==> src/hw/rtl/sks_pkg.sv <==
// Shared types, codes and constants of the keyed store with expiry.
`timescale 1ns / 1ps
package sks_pkg;

  // Default geometry
  localparam int BucketsDef = 257;
  localparam int WaysDef    = 4;

  // Field widths
  localparam int KeyW    = 64;
  localparam int HandleW = 32;
  localparam int StampW  = 64;
  localparam int WindowW = 32;

  // Bucket hash: key reduced sixteen bits per step, a multiply and a subtract per step
  localparam int HashDigit = 16;
  localparam int HashSteps = 2 * (KeyW / HashDigit);
  localparam int HashCntW  = $clog2(HashSteps);

  // Action codes
  localparam logic [2:0] ACT_SAVE   = 3'd0;
  localparam logic [2:0] ACT_GET    = 3'd1;
  localparam logic [2:0] ACT_DELETE = 3'd2;
  localparam logic [2:0] ACT_SETACT = 3'd3;
  localparam logic [2:0] ACT_EXPIRE = 3'd4;

  // Status codes
  localparam logic [1:0] ST_OK   = 2'd0;
  localparam logic [1:0] ST_DUP  = 2'd1;
  localparam logic [1:0] ST_MISS = 2'd2;
  localparam logic [1:0] ST_FULL = 2'd3;

  // Configuration register addresses
  localparam logic [2:0] ADDR_WINDOW = 3'd0;
  localparam logic [WindowW-1:0] WindowRst = 32'd10000;

  // One slot of the store
  typedef struct packed {
    logic               valid;
    logic               active;
    logic [StampW-1:0]  stamp;
    logic [HandleW-1:0] handle;
    logic [KeyW-1:0]    key;
  } entry_t;

  // Controller to datapath
  typedef struct packed {
    logic clear_wr;
    logic load;
    logic hash_step;
    logic probe_rd;
    logic probe_chk;
    logic apply;
    logic sweep_rd;
    logic sweep_chk;
    logic finish;
  } cmd_t;

  // Datapath to controller
  typedef struct packed {
    logic clear_last;
    logic hash_last;
    logic way_last;
    logic sweep_last;
    logic out_free;
  } stat_t;

endpackage

==> src/hw/rtl/sks_ctrl.sv <==
// Controller state machine: sequences clear, hash, probe, apply and sweep.
`timescale 1ns / 1ps
module sks_ctrl (
  input  logic           clk,
  input  logic           rst,
  input  logic           in_valid,
  input  logic [2:0]     action,
  input  sks_pkg::stat_t stat,
  output logic           in_stall,
  output sks_pkg::cmd_t  cmd
);

  typedef enum logic [3:0] {
    S_CLEAR, S_IDLE, S_HASH, S_PRD, S_PCHK, S_APPLY, S_SRD, S_SCHK, S_DONE
  } state_t;

  state_t state;

  // State register
  always_ff @(posedge clk) begin
    if (rst) begin
      state <= S_CLEAR;
    end else begin
      case (state)
        S_CLEAR: if (stat.clear_last) state <= S_IDLE;
        S_IDLE: begin
          if (in_valid) begin
            if (action == sks_pkg::ACT_EXPIRE) state <= S_SRD;
            else if (action inside {sks_pkg::ACT_SAVE, sks_pkg::ACT_GET,
                                    sks_pkg::ACT_DELETE, sks_pkg::ACT_SETACT})
              state <= S_HASH;
            else state <= S_DONE;
          end
        end
        S_HASH:  if (stat.hash_last) state <= S_PRD;
        S_PRD:   state <= S_PCHK;
        S_PCHK:  state <= stat.way_last ? S_APPLY : S_PRD;
        S_APPLY: state <= S_DONE;
        S_SRD:   state <= S_SCHK;
        S_SCHK:  state <= stat.sweep_last ? S_DONE : S_SRD;
        S_DONE:  if (stat.out_free) state <= S_IDLE;
        default: state <= S_IDLE;
      endcase
    end
  end

  // Commands decoded from state
  always_comb begin
    cmd           = '0;
    cmd.clear_wr  = (state == S_CLEAR);
    cmd.load      = (state == S_IDLE) && in_valid;
    cmd.hash_step = (state == S_HASH);
    cmd.probe_rd  = (state == S_PRD);
    cmd.probe_chk = (state == S_PCHK);
    cmd.apply     = (state == S_APPLY);
    cmd.sweep_rd  = (state == S_SRD);
    cmd.sweep_chk = (state == S_SCHK);
    cmd.finish    = (state == S_DONE) && stat.out_free;
  end

  assign in_stall = (state != S_IDLE);

endmodule

==> config.mk <==
export PLATFORM = sky130hd
export DESIGN_NAME = sks_ctrl
export DESIGN_NICKNAME = d
export VERILOG_FILES = /design/src/hw/rtl/sks_pkg.sv /design/src/hw/rtl/sks_ctrl.sv
export SDC_FILE = /design/constraint.sdc
export NUM_CORES = 1
export LEC_CHECK = 0
export ABC_AREA = 1
export BUFFER_PORTS_ARGS = -buffer_cell sky130_fd_sc_hd__buf_2
export CORE_AREA = 3 3 40 42
export CTS_CLUSTER_SIZE = 12
export DETAILED_ROUTE_END_ITERATION = 7
export DIE_AREA = 0 0 43 45
export SLEW_MARGIN = 0
export SYNTH_ARGS = -nofsm -noshare
export SYNTH_HDL_FRONTEND = slang
export SYNTH_SLANG_ARGS = --single-unit
==> constraint.sdc <==
create_clock -name clk -period 1.33 [get_ports clk]
set_input_delay 0.266 -clock clk [delete_from_list [all_inputs] [get_ports clk]]
set_output_delay 0.266 -clock clk [all_outputs]
set_load 0.01 [all_outputs]
==> results.py <==
metrics = {
    "grt": {
        "grt_max_degree": 8,
        "globalRouteTotalUtil_pct": 13.3,
        "grt_first_pass_wirelength_mm": 1.88,
        "first_global_vias": 472,
        "globalRouteOverflowTotal": 0,
        "grt_antenna_before_repair": 0,
    },
    "sta": {
        "worst_slack_ns": -0.0637,
        "fin_crit_ns": 1.39,
        "maxSlewHeadroom_pct": 85.6,
        "drv_slew": 0,
        "grt_setup_unrepaired": "yes",
        "maxClockFrequency_ghz": 0.717,
        "tightest_slew_ns": 0.215,
        "layout_worst_path_cycle_share_pct": 105,
        "setup_viol": 9,
        "fin_worst_skew_ns": 0.000967,
        "setup_tns_ns": -0.284,
        "total_count_of_hold_check_failures_in_the_final_report": 0,
    },
    "logic_synthesis": {
        "postSynth.asyncResetShare_pct": 0,
        "postSynthCellCount": 63,
        "main_combinational_cell_family_by_area_after_synthesis": "simple AND/OR/NAND/NOR gates",
        "yosys_warnings": 0,
        "yosys_register_bits": 4,
        "post-synth-top-count-cell": "sky130_fd_sc_hd__nand2_1",
        "mappedNetlistArea_um2": 364,
        "seq_total_area_yosys_pct": 22.0,
        "post_synth.cell_area_avg_um2": 5.78,
        "synth_top_area_share_pct": 22.0,
        "muxShareOfSynthArea_pct": 0,
        "post_synth_xor_area_fraction_pct": 0,
        "yosys.area.top_type": "sky130_fd_sc_hd__dfxtp_1",
        "synth-edff-count": 0,
        "synth_top_cells_by_count": "12 x sky130_fd_sc_hd__nand2_1, 10 x sky130_fd_sc_hd__inv_1, 6 x sky130_fd_sc_hd__inv_2",
        "biggest_area_contributors_in_the_synthesized_netlist": "sky130_fd_sc_hd__dfxtp_1 22%, sky130_fd_sc_hd__nand2_1 12%, sky130_fd_sc_hd__inv_1 10%",
        "syn_nets": 74,
        "synth_top_flop_cell": "sky130_fd_sc_hd__dfxtp_1",
        "synthAdderAreaFrac_pct": 0,
        "synth_compound_area_share_pct": 13.4,
        "synthDistinctLibCells": 17,
        "post_synth_and_or_nand_nor_area_fraction_pct": 48.1,
    },
    "floorplanning": {
        "die_y_um": 45,
        "starting_density_pct": 28.3,
        "floorplan.die.width_um": 43,
        "placementRows": 13,
        "core_region_area_mm2": 0.00128,
        "ios": 21,
        "floorplan_die_area_mm2": 0.00194,
    },
    "drt": {
        "detail-route-antenna-nets": 0,
        "initialDrtViolationCount": 5,
        "routedWlPerCell_um": 10.2,
        "detail_route.wirelength_mm": 1.09,
        "ratio_of_routed_vias_to_standard_cells": 4.74,
        "drt-pass1-iter-count": 4,
        "drc_errors": 0,
        "dr_total_vias": 507,
    },
    "clock_tree": {
        "tritoncts.num_buffers": 3,
        "cts.path.max_buffers": 2,
        "ctsRootBufferMaster": "sky130_fd_sc_hd__clkbuf_4",
        "clk_transition_reported_paths_ns": 0.04,
        "cts_sinks": 4,
        "clk-insertion-delay-late_ns": 0.24,
        "tritoncts": "built",
        "h-tree-depth": 1,
    },
    "critical_path": {
        "setup.worst_path.class": "flop to output port",
        "timing.reg2reg.worst_path_depth": 9,
        "required_arrival_time_at_the_worst_endpoint_ns": 1.06,
        "crit_path_top_delay_cell": "sky130_fd_sc_hd__dfxtp_2",
        "cp_cell_instances": "nor2_4, inv_2, nor2_4, inv_2, nor2_1, buf_2",
        "start_kind": "flop",
        "crit_path_max_incr_delay_ns": 0.33,
        "crit_path_max_fanout": 3,
        "critical_path_arrival_ns": 1.13,
        "crit_path_end_kind": "output port",
    },
    "finish": {
        "finish.net_count": 105,
        "largest_register_ff_count": 4,
        "filler_cell_count": 135,
        "largest_registers": "state (4)",
        "largest_register": "state",
        "syn2layout_area_growth_pct": 63.2,
        "antennaDiodeCount": 0,
        "post_layout_nonfiller_instances": 107,
        "drive_above_1_share_pct": 56.5,
    },
    "placement": {
        "pre_cts_ws_ns": 0.0848,
        "port-buffer-count": 20,
        "gp_routability_congestion": 0.749,
        "place.detailed.instances": 100,
        "hpwlAfterDp_um": 847,
    },
    "run_status": {
        "failed_checks": "negative setup slack",
        "status": "finished with violations",
    },
    "power": {
        "maximum_vdd_drop_mv": 0.467,
        "power-per-cell-area_mw_per_mm2": 1230,
        "power.leakage_nw": 0.333,
        "design_power_total_uw": 730,
    },
    "flow_run": {
        "max_cap_violations": 0,
    },
    "hold_path": {
        "hold_depth": 2,
        "worstHoldPathType": "primary input to flop",
    },
}
cell type report:
class	count	area, um2	area share (%)
multi-input combinational	43	258	43.4
timing repair buffer	26	145	24.4
sequential	4	87.6	14.7
inverter	16	62.6	10.5
clock buffer	3	22.5	3.79
tap	15	18.8	3.16
placed cells by master (no fill, tap or decap), drive strengths merged, types with 3 or more instances in the layout:
| cell | instances |
|---|---|
| buf | 26 |
| inv | 16 |
| nand2 | 14 |
| nor2 | 11 |
| nand3 | 4 |
| dfxtp | 4 |
| clkbuf | 3 |
| o21ai | 3 |
| a21oi | 3 |
logic make-up after synthesis:
| group | Yosys count |
|---|---|
| buf+inv | 16 |
| flops | 4 |
| simple gates | 35 |
| compound gates | 8 |
critical path, delay by kind of cell (launching register included):
kind                   cells  cell delay, ns
and+or+nand+nor            3            0.31
DFF                        1            0.33
buffers and inverters      3            0.24
metal layers:
| metal | vias to the layer above | routed length (um) | track usage, % | share of wire [%] |
|---|---|---|---|---|
| met3 | 2 | 72 | 3.98 | 6.6 |
| met5 | - | 0 | 0 | 0 |
| met1 | 222 | 439 | 14.7 | 40 |
| met4 | 0 | 17 | 9.04 | 1.6 |
| li1 | 262 | - | - | - |
| met2 | 21 | 564 | 22.2 | 52 |
power by group:
part | switching [mW] | total (mW) | internal [mW]
logic | 0.217 | 0.387 | 0.170
registers | 0.0420 | 0.186 | 0.144
clock network | 0.0564 | 0.158 | 0.101
per-stage QoR:
stage	hold WS, ns	area [um2]	util (%)
floorplan	0.335	364	-
global placement	0.476	498	38.8
detailed placement	0.472	498	38.8
CTS	0.213	576	44.8
global route	0.233	594	46.3
finish	0.231	594	46.3
worst paths after layout:
check | start | end | slack [ns]
setup / recovery | state[2] | cmd[7] | -0.06
hold / removal | rst | state[0] | 0.23
setup reg to reg | state[1] | state[3] | 0.10
hold reg to reg | state[1] | state[1] | 0.60
timing repair:
| item | in CTS | in global routing |
|---|---|---|
| hold buffers | 0 | 0 |
| gates resized for setup | 8 | 5 |
| gates cloned | 0 | 0 |
| pin swaps | 5 | 1 |
| setup endpoints to repair | 10 | 14 |
| setup buffers | 4 | 0 |
Power figures use the tool's default switching activity.
